[src/rtl/trz_pkg.sv]
`timescale 1ns / 1ps
package trz_pkg;

	// screen and store geometry
	localparam int MAX_WIDTH  = 64;
	localparam int MAX_HEIGHT = 64;
	localparam int STORE_SIZE = MAX_WIDTH * MAX_HEIGHT;
	localparam int ADDR_W     = $clog2(STORE_SIZE);
	localparam int XS_W       = $clog2(MAX_WIDTH);
	localparam int YS_W       = $clog2(MAX_HEIGHT);
	localparam int CFG_W      = 7;

	// fixed field widths
	localparam int DEPTH_W = 24;
	localparam int COLOR_W = 24;
	localparam logic signed [DEPTH_W-1:0] DEPTH_MAX = 24'sh7FFFFF;

	// arithmetic widths: screen coordinate, edge weight, dividend, divisor
	localparam int SC_W  = 10;
	localparam int EW    = 24;
	localparam int NUM_W = 48;
	localparam int DEN_W = 20;
	localparam int CNT_W = $clog2(NUM_W);

	// operation codes
	localparam logic [1:0] OP_VERTEX = 2'd0;
	localparam logic [1:0] OP_CLEAR  = 2'd1;
	localparam logic [1:0] OP_READ   = 2'd2;

	// register indexes
	localparam logic CFG_WIDTH_IDX  = 1'b0;
	localparam logic CFG_HEIGHT_IDX = 1'b1;

	typedef struct packed {
		logic [1:0]          operation;
		logic signed [15:0]  vertex_x;
		logic signed [15:0]  vertex_y;
		logic signed [23:0]  vertex_depth;
		logic [7:0]          vertex_red;
		logic [7:0]          vertex_green;
		logic [7:0]          vertex_blue;
		logic [11:0]         pixel_index;
	} in_t;

	typedef struct packed {
		logic [23:0]         pixel_color;
		logic signed [23:0]  pixel_depth;
	} out_t;

	typedef struct packed {
		logic                    start;
		logic signed [NUM_W-1:0] num;
		logic [DEN_W-1:0]        den;
	} div_req_t;

	typedef struct packed {
		logic                    done;
		logic signed [NUM_W-1:0] quo;
	} div_rsp_t;

endpackage

[src/rtl/trz_div.sv]
`timescale 1ns / 1ps
module trz_div (
	input  logic              clk,
	input  logic              arst_n,
	input  trz_pkg::div_req_t req,
	output trz_pkg::div_rsp_t rsp
);
	import trz_pkg::*;

	logic               busy_q;
	logic [CNT_W-1:0]   cnt_q;
	logic [DEN_W-1:0]   rem_q;
	logic [NUM_W-1:0]   mag_q;
	logic [DEN_W-1:0]   den_q;
	logic               neg_q;
	logic               done_q;
	logic signed [NUM_W-1:0] quo_q;

	logic [DEN_W:0]     shifted;
	logic               ge;
	logic [DEN_W:0]     diff;
	logic [NUM_W-1:0]   q_next;

	// one quotient bit per cycle, restoring
	always_comb begin
		shifted = {rem_q, mag_q[NUM_W-1]};
		ge      = (shifted >= {1'b0, den_q});
		diff    = shifted - {1'b0, den_q};
		q_next  = {mag_q[NUM_W-2:0], ge};
	end

	// control
	always_ff @(posedge clk or negedge arst_n) begin
		if (!arst_n) begin
			busy_q <= 1'b0;
			done_q <= 1'b0;
			cnt_q  <= '0;
		end else begin
			done_q <= !req.start && busy_q && (cnt_q == CNT_W'(NUM_W - 1));
			if (req.start) begin
				busy_q <= 1'b1;
				cnt_q  <= '0;
			end else if (busy_q) begin
				cnt_q <= cnt_q + 1'b1;
				if (cnt_q == CNT_W'(NUM_W - 1))
					busy_q <= 1'b0;
			end
		end
	end

	// datapath
	always_ff @(posedge clk) begin
		if (req.start) begin
			mag_q <= req.num[NUM_W-1] ? NUM_W'(-req.num) : NUM_W'(req.num);
			neg_q <= req.num[NUM_W-1];
			den_q <= req.den;
			rem_q <= '0;
		end else if (busy_q) begin
			rem_q <= ge ? diff[DEN_W-1:0] : shifted[DEN_W-1:0];
			mag_q <= q_next;
			if (cnt_q == CNT_W'(NUM_W - 1))
				quo_q <= neg_q ? -$signed(q_next) : $signed(q_next);
		end
	end

	assign rsp.done = done_q;
	assign rsp.quo  = quo_q;

endmodule

[config.mk]
export PLATFORM = sky130hd
export DESIGN_NAME = trz_div
export DESIGN_NICKNAME = d
export VERILOG_FILES = /design/src/rtl/trz_pkg.sv /design/src/rtl/trz_div.sv
export SDC_FILE = /design/constraint.sdc
export NUM_CORES = 1
export LEC_CHECK = 0
export BUFFER_PORTS_ARGS = -buffer_cell sky130_fd_sc_hd__buf_2
export CELL_PAD_IN_SITES_DETAIL_PLACEMENT = 1
export CELL_PAD_IN_SITES_GLOBAL_PLACEMENT = 1
export CORE_UTILIZATION = 49
export DETAILED_ROUTE_END_ITERATION = 8
export MAX_ROUTING_LAYER = met4
export PLACE_DENSITY_LB_ADDON = 0.1
export SYNTH_ARGS = -nofsm -noshare
export SYNTH_HDL_FRONTEND = slang
export SYNTH_SLANG_ARGS = --single-unit
[constraint.sdc]
create_clock -name clk -period 10.61 [get_ports clk]
set_clock_uncertainty 0.1 [all_clocks]
set_input_delay 0.5305 -clock clk [delete_from_list [all_inputs] [get_ports clk]]
set_output_delay 0.5305 -clock clk [all_outputs]
set_load 0.03 [all_outputs]
=== Yosys cells after proc, flatten, opt, wreduce, memory -nomap -nowiden ===
Index checks and enable logic that the tools add are counted.
Widths: inputs -> output; s select.

* Register bits: 145
* Bits of input ports: 71
* Output and inout bits: 49
* Word-level logic and storage cells: 30

* Add/subtract/negate cells: 4
* Magnitude comparators: 1
* Eq/ne operators: 1
* Multiplexer cells: 10
* Bitwise gates (word level): 1
* Reduce and logical (&&, ||, !) cells: 5

{| class="wikitable"
|+ Operator list
! cell !! number
|-
| $mux 48 || 4
|-
| $neg 48->48 || 2
|-
| $ge 21x20->1 || 1
|-
| $mux 20 || 1
|-
| $sub 20x20->20 || 1
|-
| $mux 6 || 2
|-
| $add 6x1->6 const B || 1
|-
| $eq 6x6->1 const B || 1
|-
| $mux 1 || 3
|-
| $reduce_and 3->1 || 1
|-
| $logic_and 1x1->1 || 2
|-
| $reduce_bool 2->1 || 1
|-
| $logic_not 1->1 || 1
|-
| $not 1->1 || 1
|}

=== Depth between registers and ports, before layout ===
* Depth in word-level cells: 4
* Mapped depth: 19
* Depth with buffers taken out: 16

=== Least setup slack after synthesis ===
OpenSTA, ideal clock, no wires.

* Kind: register to register
* From: reg den_q[12]
* To: reg quo_q[44], data pin
* Setup time: 261 ps
* Arrival time: 3798 ps
* Data required time: 10249 ps
* Path slack: 6450 ps
* Cell stages (with the launch flop): 19
* Buffers on the path: 2
* Period minus slack after synthesis: 4160 ps
* Path through: edfxtp_1 > inv_1 > ha_1 > a21o_1 > a21oi_1 > o21ai_0 > a221oi_1 > o31a_1 > o21ai_1 > clkinv_1 > ha_1 > nand3b_1 > or2_2 > buf_2 > or2_4 > or4_4 > buf_6 > o41ai_4 > xnor2_1

* Word-level cells in the longest chain between the ends: 3

{| class="wikitable"
|+ RTL lines
! item !! RTL line !! RTL
|-
| start: declaration || trz_div.sv:14 || <nowiki>logic [DEN_W-1:0] den_q;</nowiki>
|-
| start signal: assignment || trz_div.sv:56 || <nowiki>den_q <= req.den;</nowiki>
|-
| $ge 21x20->1 || trz_div.sv:27 || <nowiki>ge = (shifted >= {1'b0, den_q});</nowiki>
|-
| $neg 48->48 || trz_div.sv:62 || <nowiki>quo_q <= neg_q ? -$signed(q_next) : $signed(q_next);</nowiki>
|-
| $mux 48 || trz_div.sv:62 ||
|-
| end signal: assignment || trz_div.sv:62 ||
|-
| end: declaration || trz_div.sv:17 || <nowiki>logic signed [NUM_W-1:0] quo_q;</nowiki>
|}

Every way passes these cells.
A chain may end at the register's enable or synchronous reset.

=== Final worst setup path ===
* From: reg den_q[12]
* To: reg quo_q[46], data pin

Same word-level chain as after synthesis.

==> results.md <==
* Outcome: finished clean
* Library cell contributing the largest single delay on the critical path: sky130_fd_sc_hd__or4_4
* Floorplan die area at between 15,000 and 20,000 sq um
* Max Cap Viol at 0
* Startpoint-to-endpoint class of the critical path: flip-flop to flip-flop
* Starting utilization of the core area at slightly above 50%
* Setup crit end kind: flip-flop
* DIE WIDTH at ~130 um
* Antenna violations before repair at 0
* Worst Path Max Fanout at 8
* Yosys warns at 0
* Clock root buffer master: sky130_fd_sc_hd__clkbuf_16
* Unrepaired setup endpoints after global routing: no
* Post-synthesis cell count at roughly 800
* Setup-violating endpoint count in the final report at 0
* Number of cell rows at 47
* Type of the tightest min-delay check: primary input to flip-flop
* Asr flop ratio synth at 5.52%
* Total of buffers placed on input and output ports at 119
* CTS tree: built
* Number of DRC markers in iteration 0 at roughly 360
* Leading register cell type out of synthesis: sky130_fd_sc_hd__edfxtp_1
* Synthesis-stage register bit count at 145
* Pin count of the biggest net entering global routing at 84
* Number of fill cells at 1,879
* Fraction of the cycle the final worst path needs at about 42%
* Combinational share of power at between 30% and 40%
* Post-layout net count at 994
* Number of enable-type register cells in the synthesized netlist at around 120
* Maximum operating frequency at about 220 MHz
* Cell type with the largest total area after synthesis: sky130_fd_sc_hd__edfxtp_1
* Largest stage delay on the critical path at around 0.50 ns
* Library cell appearing most often on the critical path: sky130_fd_sc_hd__ha_1
* Reg-to-reg endpoint: quo_q[46]
* Sequential share of the synthesized area at 49.0%
* Area inside the core boundary at 16,600 sq um
* Ratio of cells with drive above 1 in the final layout at between 20% and 30%
* WP data required at 10.68 ns
* Estimated wirelength of the detail-placed design at 14.8 mm
* Met2 track demand over resource in global routing at between 40 and 50%
* Post-route minimum period at 4.50 ns
* Clock buffer count from CTS at 17
* CTS Sinks at ~150
* Hold_ws at around 0.18 ns
* Top cells by area in the synthesized netlist: sky130_fd_sc_hd__edfxtp_1, sky130_fd_sc_hd__xnor2_1, sky130_fd_sc_hd__xor2_1, sky130_fd_sc_hd__dfxtp_1, sky130_fd_sc_hd__ha_1
* Total vias in the final route at approximately 6,600
* Worst-path cell chain: inv_1 > ha_1 > a21o_1 > a21oi_1 > o21ai_0 > a221oi_1 > o31a_1 > o21ai_2 > clkinv_1 > ha_1 > nand3b_1 > or2_2 > or2_4 > or4_4 > o31ai_1 > xnor2_1
* Total track usage at approximately a quarter
* Hold Violations, Final at 0
* Clock group share of total power at a little under a third
* Worst-Margin Slew at between 0.8 and 0.9 ns
* Clk slew on worst S/H paths at 0.06 ns
* Sw Pwr at between 600 and 700 uW
* Arrival @ worst endpoint at approximately 4.6 ns
* Combined flip-flop and latch cell area at 4110 sq um
* Flop pwr share at approximately two fifths
* Count of distinct cell types in the synthesized netlist at 61
* Global Route met3 Usage at 3.87%
* # diodes at 0
* Die Ht at roughly 130 um
* Overflow after GRT at 0
* ANT nets after route at 0
* Lkg Pwr at between 3 and 4 nW
* Avg Synthesized Cell Area at between 10 and 15 sq um
* Start point of the critical path: den_q[12]
* Pwr Density at between 200 and 250 nW/um^2
* Accumulated negative setup slack at 0 ns
* Via count of the first global-routing pass at approximately 6,900
* Ranking of synthesized cells by instance count: sky130_fd_sc_hd__edfxtp_1, sky130_fd_sc_hd__nor2_1, sky130_fd_sc_hd__xnor2_1
* Headroom to the max-slew limit at roughly two fifths
* Synth Cell Area at approximately 8400 sq um
* DR pass1 iterations at 4
* Setup slack of the most critical reg-to-reg path at 6.11 ns
* Wire length of the first global-routing pass at about 34 mm
* Met1 Resource Use GR at about 30%
* Growth of design area from synthesis to finish at 16.3%
* Drt via density at between 5 and 6
* Clock latency on the worst-skew pair at roughly 0.42 ns
* I/O pin count at between 100 and 150
* Maximum root-to-sink buffer count at 2
* Internal power at ~1.3 mW
* Fraction of power spent switching nets at 33.0%
* Share of the synthesized area in the top cell type at 41.8%
* Busiest layer in global routing: met2
* Final-report max-slew violation count at 0
* Placer Congestion at about 0.9
* Source of the worst register-to-register timing path: den_q[12]
* Maximum VDD drop at about 0.13 mV
* Critical path destination: quo_q[46]
* Post-synth net total at between 800 and 900
* Total number of H-tree levels at 4
* Most common cell in the netlist: sky130_fd_sc_hd__edfxtp_1
* Depth of the worst register-to-register path at 16
* Kind of start point of the critical path: flip-flop
* Total wire length after detailed routing at about 21 mm
* Residual DRC at 0
* Area used by multi-input combinational logic at around 4000 sq um
* Average wire per standard cell at between 15 and 20 um
[power by group through the flow]
stage                     Clock (mW)  Sequential, mW  Combinational, mW
final                          0.594           0.771              0.618
after global routing           0.626           0.781              0.687
after CTS                      0.606           0.771              0.620
after detailed placement           0           0.781              0.611
after global placement             0           0.776              0.586
after floorplan                    0           0.758              0.463
[worst max-delay path: cells and delay by family (launching register included)]
family,cells,cell delay (ns)
AO/OA/AOI/OAI,7,1.46
XOR/XNOR,1,0.10
adder cells (fa/ha/maj),2,0.56
buffers and inverters,2,0.19
flip-flops,1,0.32
AND/OR/NAND/NOR,4,1.50
[metal layers]
layer  up-vias  routed length (um)
li1       3151                   -
met1      3247                8990
met2       166               10800
met3        39                 762
met4         0                 437
met5         -                   0
[cell families (layout without fill, tap and decap cells)]
| kind of cell | count (synthesis) | in the layout | synth area share [%] |
|---|---|---|---|
| flops | 145 | 145 | 49.0 |
| xor+xnor | 109 | 109 | 11.4 |
| fa+ha+maj | 24 | 24 | 3.66 |
| buf+inv | 74 | 191 | 3.46 |
| simple gates | 224 | 224 | 13.9 |
| mux | 32 | 32 | 4.07 |
| compound gates | 187 | 187 | 14.6 |
[worst min path at each step]
stage                      endpoint  depth (start not counted)    start
after CTS                 den_q[15]                          1  req[15]
after floorplan              busy_q                          0   arst_n
final                     den_q[15]                          1  req[15]
after global routing      den_q[14]                          1  req[14]
after detailed placement   cnt_q[1]                          1   arst_n
after global placement     cnt_q[0]                          1   arst_n
[layout make-up]
type,count,share of cell area (%)
flip-flops and latches,145,42.1
inverters,32,1.23
clock buffers,25,5.64
multi-input cells,576,41.0
clock inverters,7,0.448
repair buffers,127,6.77
well taps,220,2.82
[state kept, by name (all words and copies together), names as in the netlist]
signal,cells
done_q,1
neg_q,1
busy_q,1
den_q,20
cnt_q,6
rem_q,20
mag_q,48
quo_q,48
[cell usage in the layout, fill, tap and decap left out, drive strengths merged, types with 7 or more instances in the layout]
cell	instances
a211oi	15
a21oi	49
buf	126
clkbuf	25
dfrtp	8
dfxtp	20
edfxtp	117
ha	23
inv	31
mux2	17
mux2i	15
nand2	47
nand3	9
nand4	9
nor2	71
nor2b	8
nor3	7
nor4	7
o21ai	43
o31ai	31
o41ai	15
or3	22
or4	14
xnor2	63
xor2	46
[through the flow]
stage / total power, mW / std cells / setup WS [ns] / util [%] / area [sq um]
6_report: 1.98 / 1132 / 6.11 / 58.7 / 9760
5_1_grt: 2.09 / 1132 / 5.85 / 58.7 / 9760
4_1_cts: 2.00 / 1132 / 6.15 / 58.7 / 9760
3_5_place_dp: 1.39 / 1099 / 6.18 / 55.0 / 9160
3_3_place_gp: 1.36 / 1099 / 6.34 / 55.0 / 9160
2_1_floorplan: 1.22 / 795 / 6.45 / - / 8400
[repair_timing]
item / 4_1_cts / 5_1_grt
setup buffers: 0 / 0
setup endpoints to repair: 0 / 0
resized for setup: 0 / 0
hold buffers: 1 / 0
hold endpoints to repair: 8 / 0
Note: power is estimated with default switching activity, not from simulation.
